File: src/rtl/core/chc_pkg.sv
// ----------------------------------------------------------------------------
// chc_pkg
// Shared types and codes for the canonical huffman codec: request and
// response payloads, item kinds, result kinds, sequencer states, unit ops.
// ----------------------------------------------------------------------------
package chc_pkg;

	localparam int BYTE_BITS = 8;

	typedef enum logic [2:0] {
		K_LOAD  = 3'd0,
		K_BUILD = 3'd1,
		K_ENC   = 3'd2,
		K_FLUSH = 3'd3,
		K_START = 3'd4,
		K_DEC   = 3'd5
	} kind_t;

	typedef enum logic [1:0] {
		OK_BYTE = 2'd0,
		OK_SYM  = 2'd1,
		OK_ERR  = 2'd2
	} out_kind_t;

	typedef enum logic [3:0] {
		S_CLR,
		S_IDLE,
		S_BSCAN,
		S_BDRAIN,
		S_ELOAD,
		S_EBIT,
		S_FLUSH,
		S_DBIT,
		S_DCMP,
		S_DIDX,
		S_DSYM,
		S_DONE
	} state_t;

	typedef enum logic [1:0] {
		ALU_NEXT,
		ALU_OFFS,
		ALU_LAST
	} alu_op_t;

	typedef struct packed {
		logic [2:0]  kind;
		logic [7:0]  symbol;
		logic [4:0]  code_length;
		logic [7:0]  data_byte;
		logic [15:0] symbol_budget;
	} req_t;

	typedef struct packed {
		logic [1:0] out_kind;
		logic [7:0] out_byte;
		logic [7:0] out_symbol;
		logic       last;
	} rsp_t;

endpackage

File: src/rtl/core/chc_out.sv
// ----------------------------------------------------------------------------
// chc_out
// Result buffer: one pending result plus the output register, so the final
// result of an item can be marked last when the item ends.
// ----------------------------------------------------------------------------
module chc_out (
	input  logic           clk,
	input  logic           arst_n,
	input  logic           emit,
	input  logic           fin,
	input  chc_pkg::rsp_t  res,
	output logic           rdy,
	output logic           rsp_valid,
	input  logic           rsp_stall,
	output chc_pkg::rsp_t  rsp
);

	logic          pend_v_q;
	chc_pkg::rsp_t pend_q;
	logic          out_free;

	assign out_free = !rsp_valid || !rsp_stall;
	assign rdy      = !pend_v_q || out_free;

	always_ff @(posedge clk or negedge arst_n) begin
		if (!arst_n) begin
			pend_v_q  <= 1'b0;
			rsp_valid <= 1'b0;
		end else begin
			if (emit && rdy) begin
				pend_v_q <= 1'b1;
				if (pend_v_q) begin
					rsp_valid <= 1'b1;
				end else if (out_free) begin
					rsp_valid <= 1'b0;
				end
			end else if (fin && rdy && pend_v_q) begin
				pend_v_q  <= 1'b0;
				rsp_valid <= 1'b1;
			end else if (out_free) begin
				rsp_valid <= 1'b0;
			end
		end
	end

	always_ff @(posedge clk) begin
		if (emit && rdy) begin
			pend_q <= chc_pkg::rsp_t'({res.out_kind, res.out_byte, res.out_symbol, 1'b0});
			if (pend_v_q) begin
				rsp <= chc_pkg::rsp_t'({pend_q.out_kind, pend_q.out_byte,
					pend_q.out_symbol, 1'b0});
			end
		end else if (fin && rdy && pend_v_q) begin
			rsp <= chc_pkg::rsp_t'({pend_q.out_kind, pend_q.out_byte,
				pend_q.out_symbol, 1'b1});
		end
	end

	a_no_emit_fin: assert property (@(posedge clk) disable iff (!arst_n)
		!(emit && fin)) else $error("emit and fin together");
	a_last_pend: assert property (@(posedge clk) disable iff (!arst_n)
		(fin && rdy && pend_v_q) |=> (rsp_valid && rsp.last))
		else $error("final transfer not marked last");
	a_pend_kept: assert property (@(posedge clk) disable iff (!arst_n)
		(pend_v_q && !emit && !fin) |=> pend_v_q) else $error("pending result lost");

endmodule

File: config.mk
export PLATFORM = sky130hd
export DESIGN_NAME = chc_out
export DESIGN_NICKNAME = d
export VERILOG_FILES = /design/src/rtl/core/chc_pkg.sv /design/src/rtl/core/chc_out.sv
export SDC_FILE = /design/constraint.sdc
export NUM_CORES = 1
export LEC_CHECK = 0
export BUFFER_PORTS_ARGS = -buffer_cell sky130_fd_sc_hd__buf_4
export CORE_MARGIN = 4
export CORE_UTILIZATION = 50
export DETAILED_ROUTE_END_ITERATION = 10
export HOLD_SLACK_MARGIN = 0.05
export PLACE_DENSITY = 0.92
export SYNTH_ARGS = -nofsm -noshare
export SYNTH_HDL_FRONTEND = slang
export SYNTH_SLANG_ARGS = --single-unit
File: constraint.sdc
create_clock -name clk -period 3.7 [get_ports clk]
set_clock_uncertainty 0.05 [all_clocks]
set_input_delay 0.555 -clock clk [delete_from_list [all_inputs] [get_ports clk]]
set_output_delay 0.555 -clock clk [all_outputs]
set_load 0.02 [all_outputs]
# [Word-level counts from Yosys, hierarchy flattened]
# Index checks and enable logic that the tools add are counted.
[word_totals] register_bits=39
[classes] n_eq_ne=1 muxes=9 reduce_logical=10
[op_table] op="$mux 19" count=3
[op_table] op="$mux 1" count=6
[op_table] op="$logic_and 1x1->1" count=3
[op_table] op="$logic_not 1->1" count=3
[op_table] op="$logic_or 1x1->1" count=2
[op_table] op="$ne 2x2->1 const B" count=1
[op_table] op="$reduce_and 2->1" count=1
[op_table] op="$reduce_bool 2->1" count=1

# [Logic depth before layout (Yosys ltp)]
[logic_depth] ltp_word=7 ltp_mapped=2 ltp_nobuf=2

# [Least setup slack after synthesis]
# Ideal clock, no wire load.
[synth_path] path_kind="input to register" from="input port fin" to="register rsp[0] (netlist name) (enable)" setup_ps=401 arrival_ps=1629 t_required_ps=3249 path_slack_ps=1620 path_stages=2 n_path_buf=0 cell_sequence="o21ai_0 -> a21oi_1"
[synth_between] elab_chain_len=4
[synth_rtl] element="start, declared" line_no="chc_out.sv:10" text="input logic fin,"
[synth_rtl] element="$logic_and 1x1->1 (2 in series)" line_no="chc_out.sv:53" text="end else if (fin && rdy && pend_v_q) begin"
[synth_rtl] element="$reduce_bool 2->1 (no line)"
[synth_rtl] element="$reduce_and 2->1 (no line)"
[synth_rtl] element="end signal, assigned" line_no="chc_out.sv:50" text="rsp <= chc_pkg::rsp_t'({pend_q.out_kind, pend_q.out_byte,"
[synth_rtl] element="end signal, assigned" line_no="chc_out.sv:54" text="rsp <= chc_pkg::rsp_t'({pend_q.out_kind, pend_q.out_byte,"
[synth_rtl] element="end, declared" line_no="chc_out.sv:15" text="output chc_pkg::rsp_t rsp"
# Every way passes these cells.
# A chain may end at the register's enable or synchronous reset.

# [Worst setup path in the final report]
[layout_path] from="register pend_v_q" to="register rsp[11] (netlist name) (enable)"
[layout_between] elab_chain_len=6 elab_cells_between_ends=8 classes_between="eq/ne: 1; reduce/logical: 7"
[layout_rtl] element="start, declared" line_no="chc_out.sv:18" text="logic pend_v_q;"
[layout_rtl] element="start signal, assigned" line_no="chc_out.sv:27" text="pend_v_q <= 1'b0;"
[layout_rtl] element="start signal, assigned" line_no="chc_out.sv:31" text="pend_v_q <= 1'b1;"
[layout_rtl] element="start signal, assigned" line_no="chc_out.sv:38" text="pend_v_q <= 1'b0;"
[layout_rtl] element="$logic_not 1->1" line_no="chc_out.sv:23" text="assign rdy = !pend_v_q || out_free;"
[layout_rtl] element="$logic_or 1x1->1" line_no="chc_out.sv:23"
[layout_rtl] element="$logic_and 1x1->1 (2 in series)" line_no="chc_out.sv:53"
[layout_rtl] element="$reduce_bool 2->1 (no line)"
[layout_rtl] element="$reduce_and 2->1 (no line) (*)"
# Every way passes the cells marked *; elsewhere a longest branch is shown, timed or not.

==> reports/metrics.csv <==
metric,value,unit
Max-cap violations,0,
Worst R2R Setup Slack,2.00,ns
footprint of the multi-input gates,51.30,um^2
setup repair after global routing missed its margin,false,
Finished Layout Cells,129,
Setup TNS,0,ns
RR Endpoint,rsp[11],
top-area cell type share of the netlist area,91.64,%
CTS root buf,clkbuf_4,
Die Area,0.003276,mm^2
leakage,0.6385,nW
cts repair resizes,0,
Slew @ Worst Pin,0.9654,ns
synth-to-layout area growth,35.40,%
Chip Height,57.24,um
power per cell area,516.4,mW/mm^2
clock buffer count from CTS,5,
setup bufs post-CTS,0,
Reg2Reg Depth,2,
Buffers on Ports,43,
"flops & latches, synth",39,
Site Rows,17,
number of distinct library cells after synthesis,10,
pre-CTS WS,1.729,ns
nets,124,
"commonest non-fill, non-tap cell in the layout",buf_4,
maximum clock insertion buffer count,2,
ANT cells,0,
CP bufs+invs,0,
Cells after Synth,49,
synthesized area,0.001212,mm^2
drt total wl,1986,um
highest-count cells in the layout ignoring fill and taps,"buf_4, edfxtp_1, clkbuf_4",
io pins,45,
DRT iter0 DRCs,9,
Syn Nets,73,
outcome,"complete, no violations",
critical path class,flip-flop to flip-flop,
Clock Sinks,39,
Filler cells,156,
fmax,0.5874,GHz
via-per-instance ratio,4.938,
CP endpoint kind,flip-flop,
FF+latch area,0.001161,mm^2
worst skew pair latency,0.33,ns
CTS tree,done,
clock slew at reported path FFs,0.11,ns
part of the Yosys area used for sequential elements,95.77,%
placed insts,120,
wire per inst,15.40,um
largest fanout on the critical path,19,
vias in the first global route,642,
Syn Area/Cell,24.74,um^2
initial antenna violation count,0,
pin count of the biggest net entering global routing,20,
grt total ovfl,0,
routed vias,637,
final setup fails,0,
H-tree level count,2,
final hold viol count,0,
relative slew slack,35.64,%
Final Util,72.81,%
yosys warns,0,
dominant cells by area after synthesis,"edfxtp_1, dfrtp_1, nand2_1, nand3_2, a31oi_1",
Critical Path AT,1.62,ns
core box area,0.002255,mm^2
layout cell share with drive strength beyond 1,52.48,%
first-pass GRT wire length,3015,um
Worst Hold Launch,res[18],
slowest CP cell,a21oi_2,
post-route minimum period,1.702,ns
Worst Hold Path EP,pend_q[18],
"area leader, netlist",edfxtp_1,
DRC violations left,0,
Critical Path Max Stage Delay,0.74,ns
GRT Resource Usage Total,13.36,%
worst hold path class,input pin to flip-flop,
VDD IR max,0.4094,mV
GP Congestion,0.7482,
part of the cycle the worst path needs,46.01,%
first-pass detailed-route iteration total,2,
final worst setup slack,1.998,ns
critical-path cell list,o21ai_0 > a21oi_2,
Crit path max-delay family,compound AO/OA/AOI/OAI gates,
Die W,57.24,um
worst endpoint required time,3.62,ns
worst hold slack,0.3364,ns
crit start category,flip-flop,
ANT nets after route,0,
Final Max Slew Viols,0,
r2r startpoint,pend_v_q,
hold depth,1,
Initial Utilization,53.77,%
## timing repair
| item | in CTS | in global routing |
|---|---|---|
| endpoints found under the setup margin | 0 | 0 |
| hold endpoints to repair | 2 | 0 |
| hold buffers | 1 | 0 |
## sequential cells by signal, indices dropped and copies added, names as in the netlist
register,cells
rsp,19
pend_q,18
pend_v_q,1
rsp_valid,1
## cells by family after synthesis
family / Yosys count / synth area share (%)
DFF: 39 / 95.77
buffers and inverters: 1 / 0.3093
AOI/OAI and AO/OA: 3 / 1.341
and+or+nand+nor: 6 / 2.580
## power by group
| group | internal (mW) | switching (mW) | total (mW) | leakage, nW |
|---|---|---|---|---|
| logic | 0.0436 | 0.0580 | 0.102 | 0.236 |
| clock network | 0.0726 | 0.132 | 0.205 | 0.0272 |
| registers | 0.529 | 0.0120 | 0.541 | 0.375 |
## per-stage QoR
stage                     cell area (um^2)  power, mW
after floorplan                       1212     0.5937
after global placement                1574     0.6472
after detailed placement              1574     0.6545
after CTS                             1642     0.8564
after global routing                  1642     0.8864
final                                 1642     0.8478
## worst max-delay path by stage
stage	depth (start not counted)	from	endpoint	slack, ns
after detailed placement	3	emit	rsp[7]	1.73
after global routing	2	pend_v_q	rsp[2]	1.87
after floorplan	2	fin	rsp[0]	1.62
after CTS	2	pend_v_q	rsp[17]	1.97
after global placement	3	emit	rsp[7]	1.78
final	2	pend_v_q	rsp[11]	2.00
## synth_stat cells
cell,n
a21oi_1,1
a31oi_1,1
and2_1,1
dfrtp_1,2
edfxtp_1,37
inv_1,1
nand2_1,3
nand3_2,1
nor2_1,1
o21ai_0,1
## metal layers
layer / vias to the layer above / share of wire (%) / global-route usage, %
li1: 290 / - / -
met1: 308 / 33 / 12.54
met2: 33 / 55 / 22.84
met3: 6 / 9.5 / 6.335
met4: 0 / 2.6 / 8.940
met5: - / 0 / 0
## final cells by class
cell class / instances / area share (%)
flip-flops and latches: 39 / 70.73
inverters: 1 / 0.2287
repair buffers: 44 / 20.27
clock buffers: 5 / 2.287
well taps: 28 / 2.134
clock inverters: 3 / 1.220
multi-input cells: 9 / 3.125
Note: power is estimated with default switching activity, not from simulation.
