[src/rtl/core/chc_pkg.sv]
// ----------------------------------------------------------------------------
// chc_pkg
// Shared types and codes for the canonical huffman codec: request and
// response payloads, item kinds, result kinds, sequencer states, unit ops.
// ----------------------------------------------------------------------------
package chc_pkg;

	localparam int BYTE_BITS = 8;

	typedef enum logic [2:0] {
		K_LOAD  = 3'd0,
		K_BUILD = 3'd1,
		K_ENC   = 3'd2,
		K_FLUSH = 3'd3,
		K_START = 3'd4,
		K_DEC   = 3'd5
	} kind_t;

	typedef enum logic [1:0] {
		OK_BYTE = 2'd0,
		OK_SYM  = 2'd1,
		OK_ERR  = 2'd2
	} out_kind_t;

	typedef enum logic [3:0] {
		S_CLR,
		S_IDLE,
		S_BSCAN,
		S_BDRAIN,
		S_ELOAD,
		S_EBIT,
		S_FLUSH,
		S_DBIT,
		S_DCMP,
		S_DIDX,
		S_DSYM,
		S_DONE
	} state_t;

	typedef enum logic [1:0] {
		ALU_NEXT,
		ALU_OFFS,
		ALU_LAST
	} alu_op_t;

	typedef struct packed {
		logic [2:0]  kind;
		logic [7:0]  symbol;
		logic [4:0]  code_length;
		logic [7:0]  data_byte;
		logic [15:0] symbol_budget;
	} req_t;

	typedef struct packed {
		logic [1:0] out_kind;
		logic [7:0] out_byte;
		logic [7:0] out_symbol;
		logic       last;
	} rsp_t;

endpackage

[src/rtl/core/chc_alu.sv]
// ----------------------------------------------------------------------------
// chc_alu
// Shared add, mask, shift and compare unit used by code build and decode.
// ----------------------------------------------------------------------------
module chc_alu #(
	parameter int KW = 26,
	parameter int LW = 5
) (
	input  chc_pkg::alu_op_t op,
	input  logic [KW-1:0]    a,
	input  logic [KW-1:0]    b,
	input  logic [KW-1:0]    c,
	input  logic [LW-1:0]    la,
	input  logic [LW-1:0]    lb,
	output logic [KW-1:0]    y,
	output logic             lt
);

	logic [KW-1:0] mask;

	always_comb begin
		mask = (KW'(1) << la) - KW'(1);
		unique case (op)
			chc_pkg::ALU_NEXT: y = ((a + KW'(1)) & mask) << (lb - la);
			// offset of a prefix within the codes of one length
			chc_pkg::ALU_OFFS: y = (a - b) & mask;
			// last index with the same low bits below the count
			chc_pkg::ALU_LAST: y = a + ((c - KW'(1) - a) & ~mask);
			default:           y = '0;
		endcase
		lt = (y < c);
	end

endmodule

[config.mk]
export PLATFORM = sky130hd
export DESIGN_NAME = chc_alu
export DESIGN_NICKNAME = d
export VERILOG_FILES = /design/src/rtl/core/chc_pkg.sv /design/src/rtl/core/chc_alu.sv
export SDC_FILE = /design/constraint.sdc
export NUM_CORES = 1
export LEC_CHECK = 0
export ABC_AREA = 1
export BUFFER_PORTS_ARGS = -buffer_cell sky130_fd_sc_hd__buf_4
export CORE_MARGIN = 1.5
export CORE_UTILIZATION = 45
export DETAILED_ROUTE_END_ITERATION = 10
export PLACE_DENSITY = 0.65
export SETUP_SLACK_MARGIN = 0.15
export SYNTH_ARGS = -nofsm -noshare
export SYNTH_HDL_FRONTEND = slang
export SYNTH_SLANG_ARGS = --single-unit
[constraint.sdc]
create_clock -name vclk -period 14.3
set_clock_uncertainty 0.2 [all_clocks]
set_input_delay 0.715 -clock vclk [all_inputs]
set_output_delay 0.715 -clock vclk [all_outputs]
set_load 0.005 [all_outputs]
## After elaboration in Yosys (flattened, before gate mapping)

Index checks and enable logic that the tools add are counted.
W data, S select, Z words.

| storage, ports and cells | value |
|---|---|
| register bits after elaboration | 0 |
| input port bits | 90 |
| output and inout bits | 27 |
| word-level logic and storage cells | 18 |

| cells by class | value |
|---|---|
| add/subtract/negate cells | 7 |
| order comparisons | 1 |
| equal/unequal tests | 2 |
| shifts and indexed selects | 2 |
| multiplexer cells | 1 |
| bitwise gates (word level) | 4 |
| reductions and logical operators | 1 |

Operators by type and width:

| operator | number |
|---|---|
| $and A26 B26 Y26 | 3 |
| $pmux W26 S3 | 1 |
| $sub A26 B26 Y26 | 2 |
| $add A26 B1 Y26 const B | 1 |
| $add A26 B26 Y26 | 1 |
| $lt A26 B26 Y1 | 1 |
| $not A26 Y26 | 1 |
| $shl A1 B5 Y26 const A | 1 |
| $shl A26 B5 Y26 | 1 |
| $sub A26 B1 Y26 const B | 1 |
| $sub A26 B2 Y26 const B | 1 |
| $sub A5 B5 Y5 | 1 |
| $eq A2 B1 Y1 const B | 1 |
| $eq A2 B2 Y1 const B | 1 |
| $logic_not A2 Y1 | 1 |

## Depth between registers and ports, before layout

Gate-level depths: netlist (run 1).

| depth | value |
|---|---|
| depth in word-level cells | 7 |
| depth in mapped cells | 34 |
| mapped depth without buffers | 34 |

## Worst setup path before layout (run 1)

OpenSTA, ideal clock, no wires.

| path | value |
|---|---|
| path type | input to output |
| start point | input a[0] |
| end point | output lt |
| arrival | 4.824 ns |
| data required time | 13.385 ns |
| setup slack | 8.561 ns |
| cell stages on the path | 31 |
| path buffers | 0 |
| cell sequence | inv_1 > ha_1 > inv_1 > fa_1 > inv_1 > a21oi_1 > nor2_1 > o21ai_0 > nand2_1 > a31oi_1 > or2_2 > a21oi_1 > ha_1 > a21oi_1 > o21ai_0 > inv_1 > o21ai_0 > a21oi_1 > inv_1 > a21oi_1 > inv_1 > or2_2 > nand3_1 > nand2_1 > o21bai_2 > ha_1 > nand2_1 > inv_1 > nand3_1 > nor4_1 > a211oi_1 |

| between the ends | value |
|---|---|
| longest elaborated chain between the ends | 5 |
| elaborated cells on any way between the ends | 10 |
| those cells by class | add/sub: 4; order compare: 1; shift: 1; mux: 1; bitwise: 3 |

RTL lines:

| element | RTL line | text |
|---|---|---|
| from (decl) | chc_alu.sv:10 | `input logic [KW-1:0] a,` |
| $sub A26 B26 Y26 / $add A26 B1 Y26 (equally long branches) | chc_alu.sv:28, chc_alu.sv:24 |  |
| $and A26 B26 Y26 (on tied branches) | chc_alu.sv:28, chc_alu.sv:24 |  |
| $add A26 B26 Y26 / $shl A26 B5 Y26 (equally long branches) | chc_alu.sv:28, chc_alu.sv:24 |  |
| $pmux W26 S3 (*) | chc_alu.sv:23 | `unique case (op)` |
| net y[17] | chc_alu.sv:15 | `output logic [KW-1:0] y,` |
| $lt A26 B26 Y1 (*) | chc_alu.sv:31 | `lt = (y < c);` |
| to (decl) | chc_alu.sv:16 | `output logic lt` |

Mark *: on every way through the listed nets, which the timed path passes. The rest lies on a longest branch.

## Worst setup path after layout (run 1)

| path | value |
|---|---|
| start point | input a[0] |
| end point | output lt |

| between the ends | value |
|---|---|
| longest elaborated chain between the ends | 5 |
| elaborated cells on any way between the ends | 10 |
| those cells by class | add/sub: 4; order compare: 1; shift: 1; mux: 1; bitwise: 3 |

RTL lines:

| element | RTL line |
|---|---|
| $sub A26 B26 Y26 / $add A26 B1 Y26 (equally long branches) | chc_alu.sv:28, chc_alu.sv:24 |
| $and A26 B26 Y26 (on tied branches) | chc_alu.sv:28, chc_alu.sv:24 |
| $add A26 B26 Y26 / $shl A26 B5 Y26 (equally long branches) | chc_alu.sv:28, chc_alu.sv:24 |
| $pmux W26 S3 (*) | chc_alu.sv:23 |
| $lt A26 B26 Y1 (*) | chc_alu.sv:31 |

Mark *: on every way between the ends. The rest lies on a longest branch, timed or not.

==> summary.md, run 1 <==
| Metric | Value |
|---|---|
| Switching Power | `344 uW` |
| Endpoint class of the critical path | `output pin` |
| Synthesis warning total | `0` |
| Clock power frac | `0%` |
| Number of vias per cell | `6.00` |
| Mapped Cells | `1502` |
| Max_slew headroom | `28.1%` |
| Synthesized area | `7960 um^2` |
| Switch share | `66.0%` |
| FFs & Latches | `0` |
| Total Wirelength | `36900 um` |
| GPL Wtd Cong | `1.06` |
| Comb pwr share | `100.0%` |
| Hold_sp | `a[0]` |
| Final net count | `1796` |
| Initial antenna violation count | `1` |
| CP required | `13.39 ns` |
| Hold Buf Count CTS | `0` |
| CP arrival | `6.77 ns` |
| VDD IR max | `32.9 uV` |
| Cts repair resizes | `0` |
| CP max FO | `6` |
| Fin crit share | `53.8%` |
| Avg WL per Cell | `20.3 um` |
| Diode count | `0` |
| Total gr overflow | `0` |
| Clkbuf count | `0` |
| Final cell count without fillers | `1819` |
| Setup TNS Final | `0 ns` |
| FP Rows | `48` |
| Core area | `17300 um^2` |
| Synth cell count leaders | `366 x nand2_1, 212 x inv_1, 184 x nand3_1, 153 x a21oi_1, 122 x nor2_1` |
| Syn_nets | `1702` |
| Vias in the first global route | `9762` |
| Top-count cell post-synth | `nand2_1` |
| Final Hold Viols | `0` |
| Fill cells | `1988` |
| Power density over cell area | `57.8 nW/um^2` |
| F_max | `130 MHz` |
| Synth area leaders | `nand2_1 17%, ha_1 17%, nand3_1 12%` |
| Crit path launch type | `input port` |
| RSZ-0062 raised after global routing | `false` |
| DP Worst Slack | `6.97 ns` |
| Worst path slowest cell | `a211oi_1` |
| Hold depth | `5` |
| Max-Cap Viols | `0` |
| Sequential Power Share | `0%` |
| Slew @ Worst Pin | `1.07 ns` |
| Placed Instances | `1819` |
| Setup fix buffers added after clock tree synthesis | `0` |
| First-pass GRT wire length | `55200 um` |
| Drt drc | `0` |
| Leakage | `5.02 nW` |
| Vias post-DR | `10900` |
| Total power | `521 uW` |
| Worst Setup Slack, final | `6.61 ns` |
| Layout cells sized above 1 | `10.5%` |
| Synth top area share | `17.3%` |
| Largest net degree at the start of global routing | `29` |
| CP max stage delay | `0.54 ns` |
| Hold WC Path Type | `input port to output pin` |
| Internal cell power | `177 uW` |
| Total GRT Usage | `39.2%` |
| Post-DP HPWL | `32000 um` |
| Die area | `18500 um^2` |
| DRT antenna net count | `0` |
| Num ports | `117` |
| Register area share after synthesis | `0%` |
| Unique cell type count in the Yosys netlist | `52` |
| Port buffer count | `117` |
| Tmin final | `7.69 ns` |
| Initial core utilization | `46.0%` |
| Final slew viol count | `0` |
| Multi-input logic area | `7010 um^2` |
| 1st-iter DRT viols | `1185` |
| Die X | `136 um` |
| Chip Height | `136 um` |
| Hold EP | `y[0]` |
| Dominant cell type by area after synthesis | `nand2_1` |
| Seq. cell area | `0 um^2` |
| CP Class | `input port to output pin` |
| Outcome | `finished, final reports clean` |
| 1st-pass router iterations | `5` |
| Final setup vio count | `0` |
| Syn Area/Cell | `5.30 um^2` |
| Area Overhead vs Synth | `13.4%` |
==> worst max-delay path, delay by kind of cell <==
family	cells	cell delay (ns)
simple gates	14	2.37
buf+inv	6	0.76
compound gates	6	1.63
fa+ha+maj	4	1.27
==> routing by layer <==
metal	up-vias	GRT usage, %	wire (um)
li1	5272	-	-
met1	5035	56.9	16400
met2	553	62.1	15900
met3	50	4.14	3790
met4	0	8.10	886
met5	-	0	0
==> power by group through the flow <==
stage	Sequential, mW	Combinational, mW	Clock (mW)
2_1_floorplan	0	0.327	0
4_1_cts	0	0.504	0
6_report	0	0.521	0
3_5_place_dp	0	0.501	0
3_3_place_gp	0	0.503	0
5_1_grt	0	0.571	0
==> cell families (layout without fill, tap and decap cells) <==
family          after synthesis  count (layout)  share of synthesized area, %
compound gates              316             316                          22.1
xor+xnor                     44              44                          4.84
fa+ha+maj                   110             110                          17.7
buf+inv                     249             341                          11.9
mux                           1               1                         0.126
simple gates                782             782                          43.4
==> worst max-delay path by stage <==
stage,from,endpoint,slack [ns]
global route,a[0],lt,6.35
detailed placement,a[0],lt,6.97
finish,a[0],lt,6.61
floorplan,a[0],lt,8.56
CTS,a[0],lt,6.91
global placement,a[0],lt,6.85
==> cells in the final DEF (no fill, tap or decap), types with 2 or more instances in the layout <==
cell / instances
nand2_2: 6
o21a_1: 5
fa_1: 4
xnor2_1: 15
o211ai_1: 8
o21ai_1: 10
nand3_1: 184
a31oi_1: 7
nor2_1: 122
nor3_1: 25
nor2_4: 3
and2_1: 3
o32a_1: 2
o221ai_1: 4
nand3_2: 3
o311ai_0: 2
a21o_1: 5
ha_1: 106
inv_1: 212
nand4_1: 37
xor2_1: 29
nand3b_1: 2
nand4_2: 2
o21ai_0: 91
a211oi_1: 3
o221a_2: 2
a22oi_1: 2
nor2_2: 6
o21bai_1: 10
a21boi_0: 4
clkinv_1: 2
nor4_1: 5
buf_4: 120
a21oi_1: 153
o31ai_1: 2
inv_2: 7
or2_2: 14
nand2_1: 366
==> layout make-up <==
class	instances	share of cell area [%]
tap	225	3.12
multi-input combinational	1253	77.7
inverter	221	9.19
timing repair buffer	120	9.98
==> through the flow <==
step | area, um^2 | hold slack [ns] | utilization [%]
after floorplan | 7960 | 1.46 | -
after global placement | 9030 | 1.87 | 52.2
after detailed placement | 9030 | 1.87 | 52.2
after CTS | 9030 | 1.87 | 52.2
after global routing | 9030 | 1.91 | 52.2
final | 9030 | 1.88 | 52.2
No activity file was read; power rests on OpenSTA's default activity.
==> run 2: changes to the inputs <==
ABC_AREA = 0   (was 1)
PLACE_DENSITY = 0.66   (was 0.65)
clock period = 7.4 ns   (was 14.3 ns; I/O delays follow)
==> summary.md, run 2 <==
| Metric | Value |
|---|---|
| Fin crit share | `92.9%` |
| Mapped Cells | `1109` |
| Seq. cell area | `0 um^2` |
| FFs & Latches | `0` |
| Die X | `132 um` |
| Total GRT Usage | `32.2%` |
| DRT antenna net count | `0` |
| Total Wirelength | `29300 um` |
| Synth top area share | `17.7%` |
| Most frequent cells in the layout | `138 x buf_4, 109 x inv_1, 105 x ha_1` |
| Slew @ Worst Pin | `1.11 ns` |
| Fill cells | `1688` |
| Post-DP HPWL | `24700 um` |
| Area Overhead vs Synth | `15.7%` |
| GPL Wtd Cong | `0.972` |
| Crit-path most repeated cell | `a21o_1` |
| Crit path launch type | `input port` |
| Final slew viol count | `0` |
| CP required | `6.83 ns` |
| Top-count cell post-synth | `inv_1` |
| Synthesized area | `7470 um^2` |
| Most common cell after layout, fill and taps aside | `buf_4` |
| GR Util met3 | `6.73%` |
| Tmin final | `6.87 ns` |
| Power density over cell area | `111 nW/um^2` |
| Syn_nets | `1309` |
| Drt drc | `0` |
| Multi-input logic area | `6930 um^2` |
| Number of vias per cell | `6.30` |
| Clkbuf count | `0` |
| Register area share after synthesis | `0%` |
| Core area | `16100 um^2` |
| Syn Area/Cell | `6.74 um^2` |
| CP max stage delay | `0.41 ns` |
| Endpoint class of the critical path | `output pin` |
| Met2 Use GR | `47.6%` |
| Total gr overflow | `0` |
| VDD IR max | `60.8 uV` |
| F_max | `146 MHz` |
| Worst path slowest cell | `or3_1` |
| FP Rows | `46` |
| Outcome | `finished, final reports clean` |
| Vias post-DR | `8952` |
| Chip Height | `132 um` |
| 1st-iter DRT viols | `943` |
| CP arrival | `6.30 ns` |
| Port buffer count | `117` |
| Largest net degree at the start of global routing | `27` |
| First-pass GRT wire length | `44800 um` |
| Dominant cell type by area after synthesis | `ha_1` |
| Setup TNS Final | `0 ns` |
| Synth cell count leaders | `109 x inv_1, 106 x ha_1, 85 x a21oi_1, 81 x nand2_1, 71 x nor2_1` |
| Placed Instances | `1422` |
| Die area | `17400 um^2` |
| Avg WL per Cell | `20.6 um` |
| Global-route layer with the greatest usage | `met2` |
| Diode count | `0` |
| Synth area leaders | `ha_1 18%, a21oi_1 5.7%, inv_1 5.5%` |
| Vias in the first global route | `8057` |
| CP Class | `input port to output pin` |
| Placement Cell Area | `8630 um^2` |
| Final setup vio count | `0` |
| Unique cell type count in the Yosys netlist | `74` |
| Num ports | `117` |
| Total power | `960 uW` |
| Setup fix buffers added after clock tree synthesis | `0` |
| Initial core utilization | `46.5%` |
| Post-route cell area | `8650 um^2` |
| Hold WC Path Type | `input port to output pin` |
| RSZ-0062 raised after global routing | `false` |
| Synthesis warning total | `0` |
| Max-Cap Viols | `0` |
| Final Hold Viols | `0` |
| Initial antenna violation count | `1` |
| CP max FO | `23` |
| Met1 usage | `46.3%` |
| Layout cells sized above 1 | `15.3%` |
| Final cell count without fillers | `1422` |
| Final net count | `1408` |
| Max_slew headroom | `24.4%` |
| 1st-pass router iterations | `6` |
| Leakage | `4.14 nW` |
-- run 2: cell count changes after synthesis, sizes merged, moves of 18 or more --
cell,previous run,this run
mux2,0,18
nor2,131,71
o21ai,102,71
a21o,5,44
or3,0,18
xnor2,15,45
a21oi,153,85
nand2,372,81
inv,219,109
mux2i,1,22
nand3,187,49
clkbuf,19,37
nand4,39,17
-- run 2: cell type report --
type                            count  share of cell area (%)
Inverter                          110                    4.77
Multi-Input combinational cell    958                    80.1
Tap cell                          216                    3.13
Timing Repair Buffer              138                    12.0
-- run 2: timing repair --
| action | CTS | global route |
|---|---|---|
| gates resized for setup | 0 | 5 |
| endpoints found under the setup margin | 0 | 1 |
| hold endpoints to repair | 0 | 0 |
| hold buffers | 0 | 0 |
-- run 2: cell families after synthesis --
logic type                 share of synthesized area, %
adders and majority gates                          18.8
buffers and inverters                              7.62
AOI/OAI and AO/OA                                  32.8
xor gates and xnor gates                           7.97
and+or+nand+nor                                    24.8
muxes                                              8.07
-- run 2: metrics by stage --
step,hold WS [ns],setup slack [ns],util (%)
finish,1.03,0.529,53.8
global route,1.06,0.163,53.8
CTS,1.03,0.261,53.7
detailed placement,1.02,0.291,53.7
global placement,1.02,0.441,53.7
floorplan,0.768,1.30,-
-- run 2: worst max-delay path, delay by kind of cell --
family | cells | cell delay [ns]
AOI/OAI and AO/OA | 15 | 2.98
and+or+nand+nor | 7 | 1.37
adders and majority gates | 3 | 0.92
buffers and inverters | 4 | 0.51
xor gates and xnor gates | 1 | 0.14
-- run 2: worst paths after layout --
check / to / startpoint / cells after the start / slack, ns
max: lt / la[2] / 30 / 0.53
min: y[0] / a[0] / 5 / 1.03
-- run 2: power by group --
| part | switching (mW) | total, mW | internal [mW] |
|---|---|---|---|
| clock network | 0 | 0 | 0 |
| registers | 0 | 0 | 0 |
| logic | 0.560 | 0.960 | 0.400 |
| total | 0.560 | 0.960 | 0.400 |
-- run 2: per-layer routing --
| metal | vias to the layer above | share of wire, % |
|---|---|---|
| li1 | 4362 | - |
| met1 | 4066 | 46 |
| met2 | 468 | 41 |
| met3 | 56 | 10 |
| met4 | 0 | 3.2 |
| met5 | - | 0 |
==> run 3: changes to the inputs <==
ABC_AREA = 1   (was 0)
PLACE_DENSITY = 0.65   (was 0.66)
SETUP_SLACK_MARGIN = unset   (was 0.15)
==> summary.md, run 3 (synthesized netlist as in run 1, its figures left out) <==
| Metric | Value |
|---|---|
| Outcome | `finished, final reports clean` |
| FFs & Latches | `0` |
| Hold Buf Count CTS | `0` |
| CP max FO | `6` |
| Seq. cell area | `0 um^2` |
| Vias post-DR | `10900` |
| Drt drc | `0` |
| Initial antenna violation count | `0` |
| Clkbuf count | `0` |
| Cts repair resizes | `0` |
| Power density over cell area | `112 nW/um^2` |
| Area Overhead vs Synth | `13.8%` |
| Die X | `136 um` |
| Endpoint class of the critical path | `output pin` |
| Final Hold Viols | `0` |
| Chip Height | `136 um` |
| Met2 Use GR | `60.3%` |
| Final net count | `1800` |
| Avg WL per Cell | `20.4 um` |
| CP max stage delay | `0.58 ns` |
| Hold depth | `7` |
| Port buffer count | `117` |
| Setup fix buffers added after clock tree synthesis | `0` |
| Layout cells sized above 1 | `10.7%` |
| Met1 usage | `54.0%` |
| Crit-path most repeated cell | `nand2_1` |
| Total Wirelength | `37200 um` |
| Worst path slowest cell | `o21ai_0` |
| Setup TNS Final | `0 ns` |
| GR Util met3 | `9.99%` |
| Max-Cap Viols | `0` |
| Switch share | `65.9%` |
| Top cell family by delay on the critical path | `simple AND/OR/NAND/NOR gates` |
| Crit path buffers/inverters | `5` |
| DRT antenna net count | `0` |
| Slew @ Worst Pin | `0.964 ns` |
| Leakage | `5.04 nW` |
| Core area | `17300 um^2` |
| Final slew viol count | `0` |
| Comb pwr share | `100.0%` |
| Max_slew headroom | `35.6%` |
| Hold EP | `y[25]` |
| Most frequent cells in the layout | `366 x nand2_1, 212 x inv_1, 184 x nand3_1` |
| First-pass GRT wire length | `55100 um` |
| RSZ-0062 raised after global routing | `false` |
| Diode count | `0` |
| Tmin final | `6.85 ns` |
| FP Rows | `48` |
| CP Class | `input port to output pin` |
| Global-route layer with the greatest usage | `met2` |
| Largest net degree at the start of global routing | `29` |
| Number of vias per cell | `5.96` |
| Hold_sp | `c[25]` |
| Vias in the first global route | `9783` |
| VDD IR max | `92.7 uV` |
| CP required | `6.83 ns` |
| F_max | `146 MHz` |
| Hold WC Path Type | `input port to output pin` |
| 1st-iter DRT viols | `1242` |
| Switching Power | `668 uW` |
| Initial core utilization | `46.0%` |
| Most common cell after layout, fill and taps aside | `nand2_1` |
| Placement Cell Area | `9060 um^2` |
| 1st-pass router iterations | `6` |
| Num ports | `117` |
| Internal cell power | `346 uW` |
| Post-DP HPWL | `32100 um` |
| Final setup vio count | `0` |
| Total gr overflow | `0` |
| CP arrival | `6.28 ns` |
| Clock power frac | `0%` |
| GPL Wtd Cong | `1.04` |
| Total GRT Usage | `39.4%` |
| Sequential Power Share | `0%` |
| Post-route cell area | `9060 um^2` |
| Fin crit share | `92.6%` |
| Crit path launch type | `input port` |
| Die area | `18500 um^2` |
==> run 3: cell count changes in the layout (fill, tap and decap cells not counted), moves of 29 or more <==
cell,previous run,this run
a21o_1,44,5
nand2_1,81,366
xnor2_1,44,15
nor2_1,71,122
inv_1,109,212
a21oi_1,84,153
nand3_1,48,184
==> run 3: routing by layer <==
metal / share of wire (%) / vias to the layer above
li1: - / 5272
met1: 43 / 4938
met2: 42 / 590
met3: 11 / 74
met4: 3.4 / 0
met5: 0 / -
==> run 3: worst max path at each step <==
stage / endpoint / cells past startpoint / startpoint
final: lt / 29 / a[0]
after global routing: lt / 29 / a[0]
after CTS: lt / 29 / a[0]
after detailed placement: lt / 29 / a[0]
after global placement: lt / 29 / a[0]
after floorplan: lt / 31 / a[0]
==> run 3: final cells by class <==
cell class | count | area (um^2)
inverters | 221 | 830
fillers | 1923 | 8240
repair buffers | 124 | 931
well taps | 225 | 282
multi-input cells | 1253 | 7010
==> run 3: power by group through the flow <==
stage | Sequential (mW) | Combinational, mW | Clock, mW
floorplan | 0 | 0.632 | 0
global placement | 0 | 0.975 | 0
detailed placement | 0 | 0.976 | 0
CTS | 0 | 0.980 | 0
global route | 0 | 1.11 | 0
finish | 0 | 1.01 | 0
==> run 3: metrics by stage <==
step / power (mW) / util, % / std cells / hold slack (ns) / setup WS, ns
2_1_floorplan: 0.632 / - / 1502 / 0.766 / 2.35
3_3_place_gp: 0.975 / 52.4 / 1823 / 1.19 / 0.651
4_1_cts: 0.980 / 52.4 / 1823 / 1.18 / 0.738
3_5_place_dp: 0.976 / 52.4 / 1823 / 1.18 / 0.750
6_report: 1.01 / 52.4 / 1823 / 1.20 / 0.549
5_1_grt: 1.11 / 52.4 / 1823 / 1.22 / 0.196
